### src/hdl/dic_pkg.sv
// shared constants, codes and types of the dynamic inversion counter
package dic_pkg;

  localparam int MaxLen = 1024;
  localparam int LenW = $clog2(MaxLen);
  localparam int CntW = LenW + 1;
  localparam int ValW = 11;
  localparam int InvW = 19;

  typedef enum logic [1:0] {
    KIND_CLEAR  = 2'd0,
    KIND_APPEND = 2'd1,
    KIND_DELETE = 2'd2,
    KIND_NONE   = 2'd3
  } kind_e;

  typedef enum logic [1:0] {
    ERR_OK     = 2'd0,
    ERR_APPEND = 2'd1,
    ERR_ABSENT = 2'd2,
    ERR_UNUSED = 2'd3
  } err_e;

  typedef struct packed {
    logic [ValW-1:0] value;
    logic            present;
  } slot_t;

  typedef struct packed {
    logic live;
    logic gt;
    logic lt;
    logic eq;
  } cmp_t;

endpackage

### src/hdl/dic_cell.sv
// one slot of the rotating slot ring
module dic_cell import dic_pkg::*; (
  input  logic  clk_i,
  input  logic  shift_i,
  input  slot_t slot_i,
  output slot_t slot_o
);

  slot_t slot_q;

  always_ff @(posedge clk_i) begin
    if (shift_i) begin
      slot_q <= slot_i;
    end
  end

  assign slot_o = slot_q;

endmodule

### config.mk
export PLATFORM = sky130hd
export DESIGN_NAME = dic_cell
export DESIGN_NICKNAME = d
export VERILOG_FILES = /design/src/hdl/dic_pkg.sv /design/src/hdl/dic_cell.sv
export SDC_FILE = /design/constraint.sdc
export NUM_CORES = 1
export LEC_CHECK = 0
export BUFFER_PORTS_ARGS = -buffer_cell sky130_fd_sc_hd__clkbuf_2
export CORE_AREA = 2 2 39 41
export DETAILED_ROUTE_END_ITERATION = 8
export DIE_AREA = 0 0 41 43
export PLACE_DENSITY = 0.55
export REMOVE_ABC_BUFFERS = 1
export SLEW_MARGIN = 20
export SYNTH_ARGS = -nofsm -noshare
export SYNTH_HDL_FRONTEND = slang
export SYNTH_SLANG_ARGS = --single-unit
### constraint.sdc
create_clock -name clk_i -period 0.8 [get_ports clk_i]
set_input_delay 0.08 -clock clk_i [delete_from_list [all_inputs] [get_ports clk_i]]
set_output_delay 0.08 -clock clk_i [all_outputs]
set_load 0.01 [all_outputs]
### Word-level counts from Yosys, hierarchy flattened

Index checks and enable logic that the tools add are counted.
Widths: inputs -> output; s select.

* flip-flop bits (word level): 12

### Logic depth before layout (Yosys ltp)

* word-level depth: 0
* depth in mapped cells: 0

### Worst setup path after synthesis

OpenSTA, ideal clock, no wires.

* path kind: reg-to-output
* from: reg slot_q, in the netlist slot_o[0]
* to: out slot_o[0] in the netlist's numbering
* path buffers: 0
* slack: 326 ps
* stages on the path, launching flop included: 1
* arrival: 394 ps
* cells stage by stage: edfxtp_1

RTL lines
* start, declared: line dic_cell.sv:9 `slot_t slot_q;`
* start signal, assigned: line dic_cell.sv:13 `slot_q <= slot_i;`
* end, declared: line dic_cell.sv:6 `output slot_t slot_o`

No word-level cell between the ends.

### Worst setup path in the final report

* from: reg slot_q, in the netlist slot_o[6]
* to: out slot_o[6] in the netlist's numbering

No word-level cell between the ends.

==> flow_metrics.py <==
metrics = {
    "clock_network": {
        "htree_levels": 1,
        "cts_buffer_depth": 2,
        "cts_tree": "yes",
        "cts_root_buf": "clkbuf_4",
        "clock_sinks": 12,
        "post_cts_buffers": 0,
        "numCtsBuffers": 3,
        "clk_pin_slew_ns": 0.07,
        "cts_resized": 0,
    },
    "sta": {
        "fmax_mhz": 1171,
        "holdWs_ns": 0.2519,
        "tightest_slew_ns": 0.3037,
        "timing.setup.tns_ns": -0.4786,
        "hold_viol_final": 0,
        "drv_slew": 0,
        "layout_setup_ws_ns": -0.05379,
        "fin_crit_ns": 0.8538,
        "min_period_over_period_pct": 106.7,
        "rsz0062_at_grt": "yes",
        "slew_headroom_pct": 79.75,
        "setup_violations": 12,
    },
    "floorplan": {
        "start_util_pct": 26.04,
        "coreArea_um2": 1384,
        "io_pins": 26,
        "die_w_um": 41,
        "dieArea_um2": 1763,
        "num_rows": 14,
        "dieHeight_um": 43,
    },
    "routing": {
        "route.detailed.drc": 0,
        "postRouteAntennaNets": 0,
        "viasPerCell": 3.710,
        "routedWlPerCell_um": 10.26,
        "via_count": 256,
        "drtIter0Drc": 0,
        "drtPass1Iterations": 1,
        "wirelength_um": 708,
    },
    "logic_synthesis": {
        "synthTopCellsByCount": "12 x edfxtp_1",
        "syn_area_per_cell_um2": 30.03,
        "ys.warnings.count": 0,
        "netlist_instances": 12,
        "synth-async-reset-ratio_pct": 0,
        "yosysTopAreaCell": "edfxtp_1",
        "syn_area_um2": 360.3,
        "synth_area_leaders": "edfxtp_1 100%",
        "synth_top_cell_area_share_pct": 100.0,
        "yosysSeqAreaShare_pct": 100.0,
        "synth-edff-count": 12,
        "ys_ff_latch": 12,
        "yosysUniqueCellTypes": 1,
        "synth_flop_cell": "edfxtp_1",
        "yosys.cell_count.top_type": "edfxtp_1",
    },
    "finish": {
        "utilization_pct": 47.11,
        "largest_register_ffs": 12,
        "post-route-cell-area_um2": 651.9,
        "fillers": 131,
        "nets": 68,
        "drive_gt1_share_pct": 52.83,
        "multi_input_area_um2": 0,
        "fin_cells": 69,
        "num-multi-input-gates": 0,
        "n_antenna_cell": 0,
        "synthToLayoutAreaGrowth_pct": 80.90,
    },
    "critical_path": {
        "crit_family": "flip-flops",
        "path_class": "reg -> out",
        "setup.worst_path.end_class": "output port",
        "cp_max_fo": 1,
        "crit_slowest_cell": "edfxtp_1",
        "crit_chain": "clkbuf_2",
        "arrival_ns": 0.77,
        "worstSetupStartpointType": "flop",
        "required_ns": 0.72,
        "slowest_delay_ns": 0.37,
        "critPathBufInv": 1,
    },
    "pwr": {
        "total_power_mw": 1.287,
        "power_frac_comb_pct": 12.2,
        "p_per_area_nw_per_um2": 1974,
        "power_leakage_nw": 0.2868,
        "irDropWorstVdd_mv": 0.9296,
        "internal-power_mw": 1.016,
        "p_sw_mw": 0.2703,
        "p_seq_share_pct": 58.8,
        "p_clk_share_pct": 28.9,
        "swShare_pct": 21.01,
    },
    "hold_path": {
        "holdCritPathClass": "in -> reg",
    },
    "global_route": {
        "grt-ovfl-total": 0,
        "grt_pass1_vias": 248,
        "grt_first_pass_wirelength_um": 1035,
        "grt_max_degree": 13,
        "grt_antenna_before_repair": 0,
        "grt_use_total_pct": 9.558,
    },
    "placement": {
        "postPlaceCellArea_um2": 505.5,
        "preCtsSetupSlack_ns": 0.1037,
        "port_buffers": 25,
        "dp_cells": 53,
        "gp_congestion": 0.5593,
    },
    "status": {
        "status": "finished, violations left",
        "failed_checks": "negative setup slack",
    },
    "flow_run": {
        "cap_violations": 0,
    },
}
what timing repair did:
item                                   4_1_cts  5_1_grt
pin swaps                                    0        0
hold buffers                                12        0
endpoints found under the hold margin       12        0
setup endpoints to repair                   12       12
cloned                                       0        0
layout make-up:
type                  count  area (µm²)  area share (%)
clock buffer              3       22.52           3.455
clock inverter            1       3.754          0.5758
sequential               12       360.3           55.28
tap                      16       20.02           3.071
timing repair buffer     37       245.2           37.62
path summary, 6_finish.rpt:
kind,slack [ns],depth (start not counted),endpoint,startpoint
max,-0.05,1,slot_o[6],slot_o[6]
min,0.25,1,slot_o[6],shift_i
power by group through the flow:
stage	combinational, mW	clock (mW)	sequential, mW
after global routing	0.173	0.421	0.764
after CTS	0.160	0.393	0.758
final	0.157	0.372	0.757
after detailed placement	0.113	0	0.773
after floorplan	0	0	0.801
after global placement	0.111	0	0.771
placed cells by master (no fill, tap or decap):
cell / n
clkinv_1: 1
edfxtp_1: 12
dlygate4sd3_1: 12
clkbuf_2: 25
clkbuf_4: 3
routing by layer:
metal,GRT usage (%),share of wire (%),up-vias
met5,0,0,-
met1,10.42,38,113
li1,-,-,131
met3,5.236,9.6,0
met2,13.75,52,12
met4,6.000,0,0
cells by family (layout without fill, tap and decap cells):
| group | count (synthesis) | in the layout | synth area share, % |
|---|---|---|---|
| buf+inv | 0 | 41 | 0 |
| flops | 12 | 12 | 100.0 |
No activity file was read; power rests on OpenSTA's default activity.
