==> src/hdl/dic_pkg.sv <==
// shared constants, codes and types of the dynamic inversion counter
package dic_pkg;

  localparam int MaxLen = 1024;
  localparam int LenW = $clog2(MaxLen);
  localparam int CntW = LenW + 1;
  localparam int ValW = 11;
  localparam int InvW = 19;

  typedef enum logic [1:0] {
    KIND_CLEAR  = 2'd0,
    KIND_APPEND = 2'd1,
    KIND_DELETE = 2'd2,
    KIND_NONE   = 2'd3
  } kind_e;

  typedef enum logic [1:0] {
    ERR_OK     = 2'd0,
    ERR_APPEND = 2'd1,
    ERR_ABSENT = 2'd2,
    ERR_UNUSED = 2'd3
  } err_e;

  typedef struct packed {
    logic [ValW-1:0] value;
    logic            present;
  } slot_t;

  typedef struct packed {
    logic live;
    logic gt;
    logic lt;
    logic eq;
  } cmp_t;

endpackage

==> src/hdl/dic_cmp.sv <==
// compare unit at the head of the ring
module dic_cmp import dic_pkg::*; (
  input  slot_t           head_i,
  input  logic [LenW-1:0] step_i,
  input  logic [CntW-1:0] slot_cnt_i,
  input  logic [ValW-1:0] value_i,
  output cmp_t            cmp_o
);

  always_comb begin
    cmp_o.live = head_i.present && ({1'b0, step_i} < slot_cnt_i);
    cmp_o.gt   = head_i.value > value_i;
    cmp_o.lt   = head_i.value < value_i;
    cmp_o.eq   = head_i.value == value_i;
  end

endmodule

==> config.mk <==
export PLATFORM = sky130hd
export DESIGN_NAME = dic_cmp
export DESIGN_NICKNAME = d
export VERILOG_FILES = /design/src/hdl/dic_pkg.sv /design/src/hdl/dic_cmp.sv
export SDC_FILE = /design/constraint.sdc
export NUM_CORES = 1
export LEC_CHECK = 0
export ABC_AREA = 1
export BUFFER_PORTS_ARGS = -buffer_cell sky130_fd_sc_hd__buf_2
export CAP_MARGIN = 5
export CORE_MARGIN = 2
export CORE_UTILIZATION = 42
export DETAILED_ROUTE_END_ITERATION = 8
export GPL_TIMING_DRIVEN = 0
export PLACE_DENSITY = 0.85
export SETUP_SLACK_MARGIN = 0.5
export SYNTH_ARGS = -nofsm -noshare
export SYNTH_HDL_FRONTEND = slang
export SYNTH_SLANG_ARGS = --single-unit
export TNS_END_PERCENT = 50
==> constraint.sdc <==
create_clock -name vclk -period 2.35
set_input_delay 0.705 -clock vclk [all_inputs]
set_output_delay 0.705 -clock vclk [all_outputs]
set_load 0.005 [all_outputs]
-- After elaboration in Yosys (flattened, before gate mapping)
Cells that the tools add are included.
- memory bits (writable): 0
- word-level logic and storage cells: 5
- memories kept: 0
- bits in latches: 0
- bits of input ports: 44
- bits in registers: 0
- output and inout bits: 4
- ROM bits: 0
- mux-type cells: 0
- order comparisons: 3
- shift-type cells: 0
- divide/modulo/power cells: 0
- $add $sub $neg: 0
- bitwise gates (word level): 0
- reduce and logical (&&, ||, !) cells: 1
- $mul: 0
- equal/unequal tests: 1
- operators by type and width (operator ; number):
    $eq 11x11->1 ; 1
    $gt 11x11->1 ; 1
    $lt 10x11->1 ; 1
    $lt 11x11->1 ; 1
    $logic_and 1x1->1 ; 1

-- Logic depth before layout (Yosys ltp)
- depth after elaboration: 2
- gate-level depth with buffers: 10

-- Worst setup path after synthesis
OpenSTA, ideal clock, no wires.
- path type: in2out
- from: input port value_i[8]
- to: output port cmp_o[2] in the netlist's numbering
- cell stages on the path: 10
- data arrival time: 1.470 ns
- path slack: 0.175 ns
- required time: 1.645 ns
- cells stage by stage: inv_1 > ha_1 > nand2_1 > inv_2 > nand2_4 > nor2_4 > nand2_1 > nand3_2 > nand2_1 > inv_1
- RTL lines (item ; RTL line ; RTL):
    start: declaration ; dic_cmp.sv:6 ; input logic [ValW-1:0] value_i,
    end: declaration ; dic_cmp.sv:7 ; output cmp_t cmp_o

==> results.cfg <==
[grt]
grt_pass1_wl_um = 2540
antenna_found_initial = 0
first_global_vias = 695
grt_max_degree = 4
overflow = 0
grt_use_total_pct = 17.2

[timing]
setup_ws_ns = -0.0468
fmaxAchievable_ghz = 0.417
setup_viol = 2
fin_crit_ns = 2.40
fin_tns_setup_ns = -0.0767
fin_crit_sh_pct = 102
maxSlewViolCount = 0
finalHoldViolCount = 0
tightest_slew_ns = 0.164
relSlewSlack_pct = 89.0
rsz0062_at_grt = yes

[detailed_routing]
routed-via-count = 743
wire_per_inst_um = 10.6
drtAntennaViolNets = 0
drt_wl_total_um = 1750
via_per_inst = 4.50
drc = 0
drtPass1Iterations = 3
drt_iter0_markers = 2

[cells_and_area]
nFlopsAndLatches = 0
fin_nets = 216
multi_input_area_um2 = 602
fin_cells = 165
layout-drive-gt1-share_pct = 54.0
clock_buffers = 0
ff_latch_area_um2 = 0
postLayoutCoreUtil_pct = 83.9
antenna_cells = 0
fillCellCount = 81
syn_to_final_growth_pct = 82.4
final_cell_area_um2 = 1100

[power_and_ir_drop]
ir_drop_mv = 0.111
leakage_nw = 0.671
power_density_nw_per_um2 = 169

[worst_setup_path]
start_kind = input port
crit_type = in2out
path_max_fanout = 2
cp.required_ns = 1.64
end_kind = output pin
crit_arrival_ns = 1.69

[floorplan]
initial_core_util_pct = 46.0
die_w_um = 42.0
die_area_um2 = 1760
pin_count = 48
dieHeight_um = 42.0
core_um2 = 1320
row_count = 13

[logic_synthesis]
synth_cell_types = 16
yosys-top-cells-area = ha_1, inv_1, nand2_1
synth_xor_area_share_pct = 0
synth_common_cells = inv_1, nand2_1, ha_1
yosysMostFrequentCell = inv_1
synth-simple-area-share_pct = 27.9
netlist.area_leader.share_pct = 41.3
syn-num-nets = 166
syn_inst = 102
yosys.area.top_type = ha_1
synth_compound_area_share_pct = 7.85
synth_area_um2 = 606
synth-adder-area-share_pct = 41.3
synth.avg_cell_area_um2 = 5.94
synth.area.mux_share_pct = 0
yosys_warnings = 0
yosysSeqAreaShare_pct = 0
synth_top_family_by_area = adder cells

[flow_run]
maxCapViolations = 0

[min_path]
hp-class = in2out

[placement]
portBuffers = 48
gp_congestion = 0.718
postPlaceCellArea_um2 = 991
dp.cells = 165
hpwl_um = 1370

[run_status]
violations = negative setup slack
status = finished, violations left
## what timing repair did
item	in CTS	in global routing
buffers inserted	0	0
hold endpoints to repair	0	0
pin swaps	9	8
endpoints found under the setup margin	4	4
resized for setup	9	14
hold buffers	0	0
## metal layers
metal	part of all wire [%]	track usage (%)	up-vias	wire length, µm
met5	0	0	-	0
li1	-	-	402	-
met4	0	0.645	0	0
met2	58	36.6	25	1010
met1	36	17.7	316	629
met3	6.2	3.02	0	109
## cells in the final DEF (no fill, tap or decap), types with 2 or more instances in the layout
cell type / count
a21oi_1: 5
a21oi_2: 2
buf_2: 36
buf_6: 10
ha_1: 11
ha_4: 9
inv_1: 24
inv_2: 6
inv_4: 3
inv_6: 2
nand2_1: 18
nand2_2: 6
nand4_1: 2
nor2_1: 4
## cell families after synthesis
group / after synthesis
adders and majority gates: 20
and+or+nand+nor: 36
AOI/OAI and AO/OA: 9
buffers and inverters: 37
## where the power goes
| group | internal, W | switching, W | leakage, nW |
|---|---|---|---|
| Clock | 0 | 0 | 0 |
| Combinational | 0.000101 | 0.0000861 | 0.671 |
| Sequential | 0 | 0 | 0 |
| Total | 0.000101 | 0.0000861 | 0.671 |
## worst max-delay path, stage by stage
cell	delay (ns)
buf_4	0.10
inv_6	0.03
ha_4	0.24
nand2_2	0.04
inv_2	0.05
nand2_2	0.05
nor2_4	0.12
nand4_1	0.11
nand2_1	0.09
inv_1	0.04
buf_2	0.11
## worst paths after layout
check | start | to | slack (ns) | cells after the start
max | value_i[5] | cmp_o[2] | -0.05 | 11
min | head_i[0] | cmp_o[3] | 1.78 | 6
## final cells by class
| class | count | area share, % |
|---|---|---|
| tap | 15 | 1.70 |
| multi-input combinational | 65 | 54.5 |
| inverter | 37 | 15.3 |
| timing repair buffer | 48 | 28.5 |
## metrics by stage
step | worst slack, ns | total power, W | hold slack (ns)
after floorplan | 0.225 | 0.0000923 | 1.55
after global placement | -0.0903 | 0.000149 | 1.77
after detailed placement | -0.117 | 0.000159 | 1.78
after CTS | -0.0430 | 0.000166 | 1.78
after global routing | -0.146 | 0.000210 | 1.82
final | -0.0468 | 0.000187 | 1.78
Power figures use the tool's default switching activity.
